`config.mk`:
```
export PLATFORM = sky130hd
export DESIGN_NAME = lowest_degree_group_extract_top_flat
export DESIGN_NICKNAME = d
export VERILOG_FILES = /design/src/design/ldge_pkg.sv /design/src/design/ldge_in_if.sv /design/src/design/ldge_out_if.sv /design/src/design/ldge_ram.sv /design/src/design/ldge_ctrl.sv /design/src/design/ldge_dp.sv /design/src/design/lowest_degree_group_extract_top.sv /design/src/flat_wrapper.sv
export SDC_FILE = /design/constraint.sdc
export NUM_CORES = 2
export LEC_CHECK = 0
export BUFFER_PORTS_ARGS = -buffer_cell sky130_fd_sc_hd__buf_4
export CAP_MARGIN = 20
export CELL_PAD_IN_SITES_DETAIL_PLACEMENT = 1
export CELL_PAD_IN_SITES_GLOBAL_PLACEMENT = 1
export CORE_MARGIN = 2
export CORE_UTILIZATION = 45
export CTS_BUF_LIST = sky130_fd_sc_hd__clkbuf_4 sky130_fd_sc_hd__clkbuf_8
export CTS_CLUSTER_DIAMETER = 30
export DETAILED_ROUTE_END_ITERATION = 8
export HOLD_SLACK_MARGIN = 0.15
export PLACE_DENSITY_LB_ADDON = 0.1
export SLEW_MARGIN = 20
export SYNTH_ARGS = -nofsm -noshare
export SYNTH_HDL_FRONTEND = slang
export SYNTH_SLANG_ARGS = --single-unit
```
`constraint.sdc`:
```
create_clock -name clk -period 9.99 [get_ports clk]
set_input_delay 0.999 -clock clk [delete_from_list [all_inputs] [get_ports clk]]
set_output_delay 0.999 -clock clk [all_outputs]
set_load 0.01 [all_outputs]
```
`src/design/ldge_pkg.sv`:
```
// Shared types and constants for the lowest-degree group extract block.
`timescale 1ns / 1ps
`default_nettype none

package ldge_pkg;

    localparam int TAG_W = 16;
    localparam int DEG_W = 16;
    localparam int CNT_W = 7;

    localparam logic OP_INSERT  = 1'b0;
    localparam logic OP_EXTRACT = 1'b1;

    typedef enum logic [1:0] {
        ST_INSERTED  = 2'd0,
        ST_EXTRACTED = 2'd1,
        ST_EMPTY     = 2'd2,
        ST_FULL      = 2'd3
    } status_t;

    typedef enum logic [1:0] {
        S_IDLE,
        S_SINGLE,
        S_SCAN,
        S_EMIT
    } state_t;

    // Commands from the controller to the datapath.
    typedef struct packed {
        logic capture;
        logic scan_init;
        logic scan_run;
        logic emit_init;
        logic emit_run;
        logic single_run;
        logic commit;
    } cmd_t;

    // Status from the datapath back to the controller.
    typedef struct packed {
        logic out_free;
        logic count_zero;
        logic scan_done;
        logic emit_done;
    } sts_t;

endpackage

`default_nettype wire

```
`src/design/ldge_in_if.sv`:
```
// Request channel interface: one insert or extract transaction.
`timescale 1ns / 1ps
`default_nettype none

interface ldge_in_if;
    logic        valid;
    logic        ready;
    logic        opcode;
    logic [15:0] entry_tag;
    logic [15:0] entry_degree;

    modport source (output valid, output opcode, output entry_tag, output entry_degree,
                    input ready);
    modport sink   (input valid, input opcode, input entry_tag, input entry_degree,
                    output ready);
endinterface

`default_nettype wire

```
`src/design/ldge_out_if.sv`:
```
// Result channel interface: one result transaction.
`timescale 1ns / 1ps
`default_nettype none

interface ldge_out_if;
    logic        valid;
    logic        ready;
    logic [1:0]  status;
    logic [15:0] out_tag;
    logic [15:0] out_degree;
    logic [6:0]  group_count;
    logic [6:0]  remaining;
    logic        last;

    modport source (output valid, output status, output out_tag, output out_degree,
                    output group_count, output remaining, output last, input ready);
    modport sink   (input valid, input status, input out_tag, input out_degree,
                    input group_count, input remaining, input last, output ready);
endinterface

`default_nettype wire

```
`src/design/ldge_ram.sv`:
```
// Generic single-write, single-read RAM with registered read data.
`timescale 1ns / 1ps
`default_nettype none

module ldge_ram #(
    parameter int WIDTH = 32,
    parameter int DEPTH = 64
) (
    input  wire logic                     clk,
    input  wire logic                     wr_en,
    input  wire logic [$clog2(DEPTH)-1:0] wr_addr,
    input  wire logic [WIDTH-1:0]         wr_data,
    input  wire logic                     rd_en,
    input  wire logic [$clog2(DEPTH)-1:0] rd_addr,
    output logic      [WIDTH-1:0]         rd_data
);

    logic [WIDTH-1:0] mem_reg [DEPTH];

    always_ff @(posedge clk)
    begin
        if (wr_en)
        begin
            mem_reg[wr_addr] <= wr_data;
        end
        if (rd_en)
        begin
            rd_data <= mem_reg[rd_addr];
        end
    end

endmodule

`default_nettype wire

```
`src/design/ldge_ctrl.sv`:
```
// Controller state machine that sequences insert, scan and emit phases.
`timescale 1ns / 1ps
`default_nettype none

module ldge_ctrl
    import ldge_pkg::*;
(
    input  wire logic clk,
    input  wire logic rst_n,
    input  wire logic req_valid,
    input  wire logic req_opcode,
    output logic      req_ready,
    output cmd_t      cmd,
    input  wire sts_t sts
);

    state_t state_reg;
    state_t state_next;
    logic   accept;

    assign accept = req_valid && (state_reg == S_IDLE);

    always_ff @(posedge clk or negedge rst_n)
    begin
        if (!rst_n)
        begin
            state_reg <= S_IDLE;
        end
        else
        begin
            state_reg <= state_next;
        end
    end

    always_comb
    begin
        state_next = state_reg;
        unique case (state_reg)
            S_IDLE:
            begin
                if (accept)
                begin
                    if (req_opcode == OP_INSERT || sts.count_zero)
                    begin
                        state_next = S_SINGLE;
                    end
                    else
                    begin
                        state_next = S_SCAN;
                    end
                end
            end
            S_SINGLE:
            begin
                if (sts.out_free)
                begin
                    state_next = S_IDLE;
                end
            end
            S_SCAN:
            begin
                if (sts.scan_done)
                begin
                    state_next = S_EMIT;
                end
            end
            S_EMIT:
            begin
                if (sts.emit_done)
                begin
                    state_next = S_IDLE;
                end
            end
            default:
            begin
                state_next = S_IDLE;
            end
        endcase
    end

    always_comb
    begin
        req_ready = 1'b0;
        cmd       = '0;
        unique case (state_reg)
            S_IDLE:
            begin
                req_ready     = 1'b1;
                cmd.capture   = accept;
                cmd.scan_init = accept;
            end
            S_SINGLE:
            begin
                cmd.single_run = 1'b1;
            end
            S_SCAN:
            begin
                cmd.scan_run  = 1'b1;
                cmd.emit_init = sts.scan_done;
            end
            S_EMIT:
            begin
                cmd.emit_run = 1'b1;
                cmd.commit   = sts.emit_done;
            end
            default:
            begin
                cmd = '0;
            end
        endcase
    end

endmodule

`default_nettype wire

```
`src/design/ldge_dp.sv`:
```
// Datapath: entry memory, minimum scan, compaction and result register.
`timescale 1ns / 1ps
`default_nettype none

module ldge_dp
    import ldge_pkg::*;
#(
    parameter int SET_DEPTH = 64
) (
    input  wire logic             clk,
    input  wire logic             rst_n,
    input  wire cmd_t             cmd,
    output sts_t                  sts,
    input  wire logic             req_opcode,
    input  wire logic [TAG_W-1:0] req_tag,
    input  wire logic [DEG_W-1:0] req_degree,
    input  wire logic             rsp_ready,
    output logic                  rsp_valid,
    output status_t               rsp_status,
    output logic      [TAG_W-1:0] rsp_tag,
    output logic      [DEG_W-1:0] rsp_degree,
    output logic      [CNT_W-1:0] rsp_group,
    output logic      [CNT_W-1:0] rsp_remaining,
    output logic                  rsp_last
);

    localparam int AW = $clog2(SET_DEPTH);
    localparam int CW = $clog2(SET_DEPTH + 1);
    localparam int MW = TAG_W + DEG_W;

    // Control state.
    logic [CW-1:0]    count_reg, count_next;
    logic [CW-1:0]    rd_idx_reg, rd_idx_next;
    logic             pend_reg, pend_next;
    logic             out_valid_reg, out_valid_next;

    // Working payload.
    logic             op_reg, op_next;
    logic [TAG_W-1:0] tag_reg, tag_next;
    logic [DEG_W-1:0] deg_reg, deg_next;
    logic [DEG_W-1:0] lo_reg, lo_next;
    logic [CW-1:0]    len_reg, len_next;
    logic [CW-1:0]    kept_reg, kept_next;
    logic [CW-1:0]    k_reg, k_next;

    status_t          out_status_reg, out_status_next;
    logic [TAG_W-1:0] out_tag_reg, out_tag_next;
    logic [DEG_W-1:0] out_deg_reg, out_deg_next;
    logic [CNT_W-1:0] out_group_reg, out_group_next;
    logic [CNT_W-1:0] out_rem_reg, out_rem_next;
    logic             out_last_reg, out_last_next;

    logic             ram_wr_en;
    logic [AW-1:0]    ram_wr_addr;
    logic [MW-1:0]    ram_wr_data;
    logic             ram_rd_en;
    logic [MW-1:0]    ram_rd_data;

    logic             out_free;
    logic             more;
    logic             match;
    logic [DEG_W-1:0] rd_deg;

    assign out_free = !out_valid_reg || rsp_ready;
    assign more     = rd_idx_reg < count_reg;
    assign rd_deg   = ram_rd_data[DEG_W-1:0];
    assign match    = rd_deg == lo_reg;

    assign sts.out_free   = out_free;
    assign sts.count_zero = count_reg == '0;
    assign sts.scan_done  = !more && !pend_reg;
    assign sts.emit_done  = !more && !pend_reg;

    ldge_ram #(
        .WIDTH(MW),
        .DEPTH(SET_DEPTH)
    ) u_ram (
        .clk    (clk),
        .wr_en  (ram_wr_en),
        .wr_addr(ram_wr_addr),
        .wr_data(ram_wr_data),
        .rd_en  (ram_rd_en),
        .rd_addr(rd_idx_reg[AW-1:0]),
        .rd_data(ram_rd_data)
    );

    always_comb
    begin
        logic consume;
        logic issue;

        consume         = 1'b0;
        issue           = 1'b0;
        count_next      = count_reg;
        rd_idx_next     = rd_idx_reg;
        pend_next       = pend_reg;
        op_next         = op_reg;
        tag_next        = tag_reg;
        deg_next        = deg_reg;
        lo_next         = lo_reg;
        len_next        = len_reg;
        kept_next       = kept_reg;
        k_next          = k_reg;
        out_status_next = out_status_reg;
        out_tag_next    = out_tag_reg;
        out_deg_next    = out_deg_reg;
        out_group_next  = out_group_reg;
        out_rem_next    = out_rem_reg;
        out_last_next   = out_last_reg;
        out_valid_next  = out_valid_reg && !rsp_ready;
        ram_wr_en       = 1'b0;
        ram_wr_addr     = count_reg[AW-1:0];
        ram_wr_data     = {tag_reg, deg_reg};
        ram_rd_en       = 1'b0;

        if (cmd.capture)
        begin
            op_next  = req_opcode;
            tag_next = req_tag;
            deg_next = req_degree;
        end

        // Minimum search: one entry read per cycle, compared when its data returns.
        if (cmd.scan_init)
        begin
            rd_idx_next = '0;
            pend_next   = 1'b0;
            lo_next     = '1;
            len_next    = '0;
        end
        else if (cmd.scan_run)
        begin
            issue = more;
            if (pend_reg)
            begin
                if (rd_deg < lo_reg)
                begin
                    lo_next  = rd_deg;
                    len_next = CW'(1);
                end
                else if (match)
                begin
                    len_next = len_reg + 1'b1;
                end
            end
            ram_rd_en   = issue;
            rd_idx_next = rd_idx_reg + CW'(issue);
            pend_next   = issue;
        end

        // Emit matches and compact the survivors toward slot zero.
        if (cmd.emit_init)
        begin
            rd_idx_next = '0;
            pend_next   = 1'b0;
            kept_next   = '0;
            k_next      = '0;
        end
        else if (cmd.emit_run)
        begin
            consume = pend_reg && (!match || out_free);
            issue   = more && (!pend_reg || consume);
            if (consume && !match)
            begin
                ram_wr_en   = 1'b1;
                ram_wr_addr = kept_reg[AW-1:0];
                ram_wr_data = ram_rd_data;
                kept_next   = kept_reg + 1'b1;
            end
            if (consume && match)
            begin
                out_valid_next  = 1'b1;
                out_status_next = ST_EXTRACTED;
                out_tag_next    = ram_rd_data[MW-1:DEG_W];
                out_deg_next    = lo_reg;
                out_group_next  = CNT_W'(len_reg);
                out_rem_next    = CNT_W'(count_reg - len_reg);
                out_last_next   = (k_reg + 1'b1) == len_reg;
                k_next          = k_reg + 1'b1;
            end
            ram_rd_en   = issue;
            rd_idx_next = rd_idx_reg + CW'(issue);
            pend_next   = issue || (pend_reg && !consume);
        end

        if (cmd.commit)
        begin
            count_next = kept_reg;
        end

        if (cmd.single_run && out_free)
        begin
            out_valid_next = 1'b1;
            out_tag_next   = '0;
            out_deg_next   = '0;
            out_group_next = '0;
            out_last_next  = 1'b1;
            if (op_reg == OP_INSERT)
            begin
                if (count_reg == CW'(SET_DEPTH))
                begin
                    out_status_next = ST_FULL;
                    out_rem_next    = CNT_W'(count_reg);
                end
                else
                begin
                    ram_wr_en       = 1'b1;
                    count_next      = count_reg + 1'b1;
                    out_status_next = ST_INSERTED;
                    out_rem_next    = CNT_W'(count_reg + 1'b1);
                end
            end
            else
            begin
                out_status_next = ST_EMPTY;
                out_rem_next    = '0;
            end
        end
    end

    always_ff @(posedge clk or negedge rst_n)
    begin
        if (!rst_n)
        begin
            count_reg     <= '0;
            rd_idx_reg    <= '0;
            pend_reg      <= 1'b0;
            out_valid_reg <= 1'b0;
        end
        else
        begin
            count_reg     <= count_next;
            rd_idx_reg    <= rd_idx_next;
            pend_reg      <= pend_next;
            out_valid_reg <= out_valid_next;
        end
    end

    always_ff @(posedge clk)
    begin
        op_reg         <= op_next;
        tag_reg        <= tag_next;
        deg_reg        <= deg_next;
        lo_reg         <= lo_next;
        len_reg        <= len_next;
        kept_reg       <= kept_next;
        k_reg          <= k_next;
        out_status_reg <= out_status_next;
        out_tag_reg    <= out_tag_next;
        out_deg_reg    <= out_deg_next;
        out_group_reg  <= out_group_next;
        out_rem_reg    <= out_rem_next;
        out_last_reg   <= out_last_next;
    end

    assign rsp_valid     = out_valid_reg;
    assign rsp_status    = out_status_reg;
    assign rsp_tag       = out_tag_reg;
    assign rsp_degree    = out_deg_reg;
    assign rsp_group     = out_group_reg;
    assign rsp_remaining = out_rem_reg;
    assign rsp_last      = out_last_reg;

endmodule

`default_nettype wire

```
`src/design/lowest_degree_group_extract_top.sv`:
```
// Top level of the lowest-degree group extract block.
//
//  Channel | Modport | Direction | Payload
//  --------+---------+-----------+------------------------------------------------------
//  req     | sink    | in        | opcode, entry_tag, entry_degree
//  rsp     | source  | out       | status, out_tag, out_degree, group_count, remaining, last
//
// An insert, or an extract on an empty set, is accepted and then loads the result
// register once it is free. An extract of a non-empty set sweeps the single read port
// of the entry memory twice: once to find the lowest degree and its group size, once
// to emit and compact the rest. A stalled result holds the sweep only when the next
// matching entry needs the register. Reset clears the entry count and all control
// state; the memory needs no clearing pass.
`timescale 1ns / 1ps
`default_nettype none

module lowest_degree_group_extract_top
    import ldge_pkg::*;
#(
    parameter int SET_DEPTH = 64
) (
    input  wire logic clk,
    input  wire logic rst_n,
    ldge_in_if.sink   req,
    ldge_out_if.source rsp
);

    cmd_t    cmd;
    sts_t    sts;
    status_t rsp_status;

    // The controller decides which phase runs; the datapath does the work.
    ldge_ctrl u_ctrl (
        .clk       (clk),
        .rst_n     (rst_n),
        .req_valid (req.valid),
        .req_opcode(req.opcode),
        .req_ready (req.ready),
        .cmd       (cmd),
        .sts       (sts)
    );

    ldge_dp #(
        .SET_DEPTH(SET_DEPTH)
    ) u_dp (
        .clk          (clk),
        .rst_n        (rst_n),
        .cmd          (cmd),
        .sts          (sts),
        .req_opcode   (req.opcode),
        .req_tag      (req.entry_tag),
        .req_degree   (req.entry_degree),
        .rsp_ready    (rsp.ready),
        .rsp_valid    (rsp.valid),
        .rsp_status   (rsp_status),
        .rsp_tag      (rsp.out_tag),
        .rsp_degree   (rsp.out_degree),
        .rsp_group    (rsp.group_count),
        .rsp_remaining(rsp.remaining),
        .rsp_last     (rsp.last)
    );

    assign rsp.status = rsp_status;

endmodule

`default_nettype wire

```
`src/flat_wrapper.sv`:
```
// flat-port wrapper written by rule: the top's interface ports become plain ports
module lowest_degree_group_extract_top_flat import ldge_pkg::*;
#(
    parameter int SET_DEPTH = 64
)
  (clk, rst_n, req_valid, req_opcode, req_entry_tag, req_entry_degree, req_ready, rsp_valid, rsp_status, rsp_out_tag, rsp_out_degree, rsp_group_count, rsp_remaining, rsp_last, rsp_ready);
  ldge_in_if req_i ();
  ldge_out_if rsp_i ();
  input  wire logic clk;
  input  wire logic rst_n;
  input wire logic [$bits(req_i.valid)-1:0] req_valid;
  input wire logic [$bits(req_i.opcode)-1:0] req_opcode;
  input wire logic [$bits(req_i.entry_tag)-1:0] req_entry_tag;
  input wire logic [$bits(req_i.entry_degree)-1:0] req_entry_degree;
  output wire logic [$bits(req_i.ready)-1:0] req_ready;
  output wire logic [$bits(rsp_i.valid)-1:0] rsp_valid;
  output wire logic [$bits(rsp_i.status)-1:0] rsp_status;
  output wire logic [$bits(rsp_i.out_tag)-1:0] rsp_out_tag;
  output wire logic [$bits(rsp_i.out_degree)-1:0] rsp_out_degree;
  output wire logic [$bits(rsp_i.group_count)-1:0] rsp_group_count;
  output wire logic [$bits(rsp_i.remaining)-1:0] rsp_remaining;
  output wire logic [$bits(rsp_i.last)-1:0] rsp_last;
  input wire logic [$bits(rsp_i.ready)-1:0] rsp_ready;
  assign req_i.valid = req_valid;
  assign req_i.opcode = req_opcode;
  assign req_i.entry_tag = req_entry_tag;
  assign req_i.entry_degree = req_entry_degree;
  assign req_ready = req_i.ready;
  assign rsp_valid = rsp_i.valid;
  assign rsp_status = rsp_i.status;
  assign rsp_out_tag = rsp_i.out_tag;
  assign rsp_out_degree = rsp_i.out_degree;
  assign rsp_group_count = rsp_i.group_count;
  assign rsp_remaining = rsp_i.remaining;
  assign rsp_last = rsp_i.last;
  assign rsp_i.ready = rsp_ready;
  lowest_degree_group_extract_top #(.SET_DEPTH(SET_DEPTH)) u_core (.clk(clk), .rst_n(rst_n), .req(req_i), .rsp(rsp_i));
endmodule
```
**Word-level counts from Yosys, hierarchy flattened**

Memories as Yosys holds them, arrays and structs flattened. A register that Yosys moved wholly into a read port is not among the register bits.
Index checks and enable logic that the tools add are counted.

- Muxes and demuxes: 60
- Reductions and logical operators: 33
- Add/sub/neg operators: 7
- Bitwise gates (word level): 2
- Eq/ne operators: 11
- Order comparisons: 2

Operators with widths:

| operator | count |
|---|---|
| $mux W7 | 16 |
| $mux W32 | 3 |
| $add A7 B1 Y7 const B | 4 |
| $mux W2 | 13 |
| $mux W1 | 24 |
| $mux W6 | 3 |
| $eq A16 B16 Y1 | 1 |
| $lt A16 B16 Y1 | 1 |
| $add A7 B1 Y7 | 2 |
| $reduce_and A3 Y1 | 4 |
| $ne A2 B2 Y1 const B | 5 |
| $logic_and A1 B1 Y1 | 9 |
| $pmux W2 S4 | 1 |
| $eq A7 B7 Y1 | 1 |
| $eq A7 B7 Y1 const B | 1 |
| $logic_not A7 Y1 | 1 |
| $lt A7 B7 Y1 | 1 |
| $sub A7 B7 Y7 | 1 |
| $logic_not A1 Y1 | 6 |
| $reduce_bool A2 Y1 | 3 |
| $logic_or A1 B1 Y1 | 5 |
| $eq A2 B2 Y1 const B | 2 |
| $reduce_and A2 Y1 | 2 |
| $reduce_and A4 Y1 | 1 |
| other kinds (4) | 5 |

- Memories kept: 1
- RAM bits: 2048
- Bits in registers: 137
- Output and inout port bits: 51

Memories:

| memory | depth | bits a word | read ports | clocked after memory_dff | write ports | RTL line | RTL |
|---|---|---|---|---|---|---|---|
| u_core.u_dp.u_ram.mem_reg | 64 | 32 | 1 | 1 | 1 | ldge_ram.sv:18 | `logic [WIDTH-1:0] mem_reg [DEPTH];` |

**Longest topological paths before layout**

- Depth in word-level cells: 13
- Depth in mapped cells: 14

**Hierarchy**

A second synthesis with hierarchy kept.

- Cell total of the unflattened synthesis: 4059
- Area, all modules: 85746.0 um^2

By module, submodules not included:

| module | cells each | instances | area each (um^2) | sequential area each (um^2) |
|---|---|---|---|---|
| ldge_ram | 3324 | 1 | 78835.6 | 62459.9 |
| ldge_dp | 714 | 1 | 6744.0 | 3203.1 |
| ldge_ctrl | 21 | 1 | 166.4 | 50.0 |

**Least setup slack after synthesis**

Ideal clock, no wire load.

- Path type: register -> register
- Start: register u_core.u_dp.u_ram.rd_data[15], read port of u_core.u_dp.u_ram.mem_reg
- End: memory u_core.u_dp.u_ram.mem_reg[0][0] (data pin)
- Clock period less this slack: 4447 ps
- Stages on the path, launching flop included: 7
- Library setup time: 702 ps
- Path slack: 5543 ps
- Data arrival time: 3745 ps
- Path through: edfxtp_1 ha_1 nand4_2 or4_4 o21ai_2 buf_2 o21ai_0

- Cells in the longest elaborated chain, start to end: 8

Ends and longest elaborated chain:

| element | RTL line | RTL |
|---|---|---|
| from (decl) | ldge_ram.sv:15 | `output logic [WIDTH-1:0] rd_data` |
| $eq A16 B16 Y1 (*) | ldge_dp.sv:67 | `assign match = rd_deg == lo_reg;` |
| $logic_not A1 Y1 (*) | ldge_dp.sv:161, ldge_dp.sv:163 |  |
| $logic_or A1 B1 Y1 | ldge_dp.sv:161 | `consume = pend_reg && (!match \|\| out_free);` |
| $logic_and A1 B1 Y1 | ldge_dp.sv:161 |  |
| $logic_and A1 B1 Y1 (*) | ldge_dp.sv:163 | `if (consume && !match)` |
| $mux W32 (*) | ldge_dp.sv:163 |  |
| $mux W32 (*) | ldge_dp.sv:159 | `else if (cmd.emit_run)` |
| $mux W32 (*) | ldge_dp.sv:152 | `if (cmd.emit_init)` |
| net u_core.u_dp.ram_wr_data[0] | ldge_dp.sv:55 | `logic [MW-1:0] ram_wr_data;` |
| to (decl) | ldge_ram.sv:18 |  |

Mark *: on every way through the listed nets, which the timed path passes. The rest lies on a longest branch.

**Final worst setup path**

- Start: register u_core.u_dp.u_ram.rd_data[9], read port of u_core.u_dp.u_ram.mem_reg
- End: memory u_core.u_dp.u_ram.mem_reg[30][26], enable pin

- Cells in the longest elaborated chain, start to end: 13

Ends and longest elaborated chain:

| element | RTL line | RTL |
|---|---|---|
| $eq A16 B16 Y1 (*) | ldge_dp.sv:67 |  |
| $logic_not A1 Y1 (*) | ldge_dp.sv:161, ldge_dp.sv:163 |  |
| $logic_or A1 B1 Y1 | ldge_dp.sv:161 |  |
| $logic_and A1 B1 Y1 | ldge_dp.sv:161 |  |
| $logic_and A1 B1 Y1 (*) | ldge_dp.sv:163 |  |
| $mux W1 | ldge_dp.sv:163 |  |
| $mux W1 | ldge_dp.sv:159 |  |
| $mux W1 | ldge_dp.sv:152 |  |
| $mux W1 | ldge_dp.sv:200 | `if (count_reg == CW'(SET_DEPTH))` |
| $mux W1 | ldge_dp.sv:198 | `if (op_reg == OP_INSERT)` |
| $mux W1 | ldge_dp.sv:191 | `if (cmd.single_run && out_free)` |
| $mux W1 | ldge_ram.sv:22 | `if (wr_en)` |
| $mux W1 (not written as such) | ldge_ram.sv:24 | `mem_reg[wr_addr] <= wr_data;` |

Every way passes the cells marked *; elsewhere a longest branch is shown, timed or not.

==> parameters.txt <==
Parameter                              Value

Status
  Outcome    finished, final reports clean

Drt
  Drt first-iter violations    5414
  Aggregate routed wire length    265.4 mm
  Count of TritonRoute iterations in the first routing pass    7
  Count of unresolved DRC violations after routing    0
  Number of vias after detailed routing    46620
  Post-detailed-route count of antenna-violating nets    0
  Routed wirelength normalized by instance count    34.56 um
  Post-DR vias/cell    6.071

Timing
  Final critical delay including setup and external delays    4921 ps
  Number of max-slew violations in the final report    0
  Timing-limited maximum frequency    0.2032 GHz
  Hold Violations, Final    0
  Final-layout worst hold slack    335.7 ps
  Measured slew at the worst slew-check pin    1129 ps
  Setup ws final    5069 ps
  Setup violations, final    0
  Clock skew after layout    67.31 ps
  Worst slew margin    0.2474
  RSZ-0062 raised after global routing    no
  Accumulated negative setup slack    0 ps
  Period utilization    0.4926

Logic synthesis
  Post-synth ARST share    0.008119
  Total standard cell area after synthesis    86190 um2
  Number of flops mapped to enable cells by yosys    2122
  Top cell type's share of synthesized area    0.7394
  Post-Synthesis Cells    4279
  Most used standard cell by instance count after synthesis    edfxtp_1
  Count of unique library cells instantiated by Yosys    80
  Most used DFF post-synth    edfxtp_1
  Yosys warning count    0
  Synthesized net count    4354
  Share of synthesized area occupied by flip-flops and latches    0.7625
  Leading post-synthesis cells by cell area    edfxtp_1, mux4_2, dfxtp_1, nand2_1, nor2_1
  Mean area per synthesized cell    20.14 um2
  Cell type with the largest total area after synthesis    edfxtp_1
  Register bit count reported by yosys    2217
  Most frequent cells after synthesis    edfxtp_1, mux4_2, nand2_1

Critical path
  Cell repeated most along the worst path    buf_4
  CP Cell Sequence    ha_1 > nand3_1 > nor4_1 > a21boi_4 > buf_4 > nor3_1 > nor2_2 > nor2_4 > buf_4
  Type of the setup path with the least slack    reg2reg
  Maximum fanout encountered on the critical timing path    55
  Slowest library cell on the worst path    nor4_1
  Crit path arrival time    5660 ps
  Category of the worst setup path launch point    register
  Critical Path RT    10730 ps
  Highest cell delay on the worst timing path    720 ps
  Critical Path Sink Type    register

Die
  Area of the placeable core    190200 um2
  Placement Rows    160
  Initial core utilization    0.4532
  Chip width    441.6 um
  Area enclosed by the die boundary    195000 um2
  # IOs    88
  Vert. Die Dim    441.6 um

Global routing
  Via count of the first global-routing pass    48340
  GRT Total Usage    0.2726
  Largest net degree at the start of global routing    110
  Total congestion overflow after global routing    0
  Number of antenna violations at the first check in global routing    22
  Global-route wire length before repair    374.1 mm

Final layout
  Nets    4874
  Post-Route Utilization    0.5332
  Sequential cell area    65730 um2
  Count of filler cells inserted in the layout    16880
  Total area of multi-input combinational cells    19840 um2
  Fraction of final layout cells with drive strength greater than 1    0.3241
  Layout overhead on the synthesized area    17.66%
  Largest register FFs    2048

Placed design
  Placer Congestion    0.8357
  Worst slack at placement    5136 ps
  Number of buffers inserted by port buffering    87
  Placed wire-length estimate    152.0 mm

Clock network
  Clock tree from TritonCTS    built
  Max Root-Sink Buffers    4
  Worst-Skew Late Latency    1120 ps
  Number of clock sinks seen by CTS    2217
  Clock tree root buffer cell    clkbuf_8
  H-Tree Depth    5
  Number of buffers created by CTS    461
  Clock-pin slew of the registers on the worst-case setup and hold paths    60 ps

Pwr
  Overall Power    31640 uW
  Cell Pwr Density    312.0 nW/um2
  Sequential power share    0.394
  Part of the total power dissipated in the clock network    0.333
  Internal Dissipation    21310 uW
  Combinational share of power    0.273
  Largest voltage drop on the vdd net    0.2383 mV
  Switching Power    10330 uW
  Leakage power of the design    0.03307 uW
  Sw Share    0.3264

Hold path
  Path type of the worst min-delay path    in2async

Flow run
  Number of maximum-capacitance constraint violations    0
## layout make-up
type | instances | area share
clock inverter | 279 | 0.03131
clock buffer | 547 | 0.06924
timing repair buffer | 287 | 0.02283
antenna | 6 | 0.0001481
sequential | 2217 | 0.6481
inverter | 45 | 0.001690
multi-input combinational | 1787 | 0.1957
tap | 2511 | 0.03098
## power groups by stage
| stage | combinational, uW | sequential [uW] | clock (uW) |
|---|---|---|---|
| 2_1_floorplan | 5460 | 12300 | 0 |
| 3_3_place_gp | 8550 | 12600 | 0 |
| 3_5_place_dp | 8680 | 12700 | 0 |
| 4_1_cts | 8710 | 12500 | 10700 |
| 5_1_grt | 9150 | 12500 | 11100 |
| 6_report | 8620 | 12500 | 10500 |
## per-layer routing
metal  wire (um)  vias to the layer above  GRT usage
met5          92                        -          0
met4        7167                        9    0.08247
met3       20050                      398    0.05188
met2      126600                     2159     0.4311
met1      111500                    25290     0.3869
li1            -                    18760          -
## through the flow
step           instances  cell area, um2
5_1_grt             7674          101400
4_1_cts             7673          101400
3_5_place_dp        6813           90850
6_report            7679          101400
2_1_floorplan       4279           86190
3_3_place_gp        6812           90820
## path summary, 6_finish.rpt
path,to,slack [ps],start,cells past startpoint
min in group clk,u_core.u_dp.rsp_valid,350,rsp_ready,3
hold / removal,u_core.u_dp.rsp_valid,340,rst_n,2
setup / recovery,u_core.u_dp.u_ram.mem_reg[30][26],5070,u_core.u_dp.u_ram.rd_data[9],9
setup reg to reg,u_core.u_dp.u_ram.mem_reg[30][26],5070,u_core.u_dp.u_ram.rd_data[9],9
hold reg to reg,u_core.u_dp.rsp_tag[4],450,u_core.u_dp.rsp_tag[4],2
max in group asynchronous,u_core.u_dp.rd_idx_reg[2],9370,rst_n,2
## logic make-up (layout without fill, tap and decap cells)
kind of cell	after synthesis	after routing	share of synthesized area
other	0	6	0
DFF	2217	2217	0.7625
xor gates and xnor gates	28	28	0.002845
and+or+nand+nor	713	713	0.03577
adders and majority gates	38	38	0.005604
muxes	611	611	0.1469
buffers and inverters	275	1158	0.01585
AOI/OAI and AO/OA	397	397	0.03053
## placed cells by master, fill, tap and decap left out, types with 41 or more instances in the layout
cell       count
edfxtp_1    2122
clkbuf_8     466
o22ai_1       60
clkinv_2      73
inv_1         41
a21oi_1      110
nor2_4        67
buf_4        247
nor3_1        55
clkinv_1      84
nand2_1      282
a22oi_1       93
mux2i_1       76
mux4_2       522
bufinv_16     68
dfxtp_1       77
nor2_1       135
clkbuf_4      81
## critical path: cells and delay by family, from the launching register on
| kind | cells | cell delay [ps] |
|---|---|---|
| simple gates | 5 | 2310 |
| buf+inv | 2 | 860 |
| flops | 1 | 680 |
| fa+ha+maj | 1 | 510 |
| compound gates | 1 | 130 |
## timing repair
action / 4_1_cts / 5_1_grt
hold buffers: 34 / 0
resized for setup: 0 / 0
hold endpoints to repair: 51 / 0
buffers inserted: 0 / 0
No activity file was read; power rests on OpenSTA's default activity.
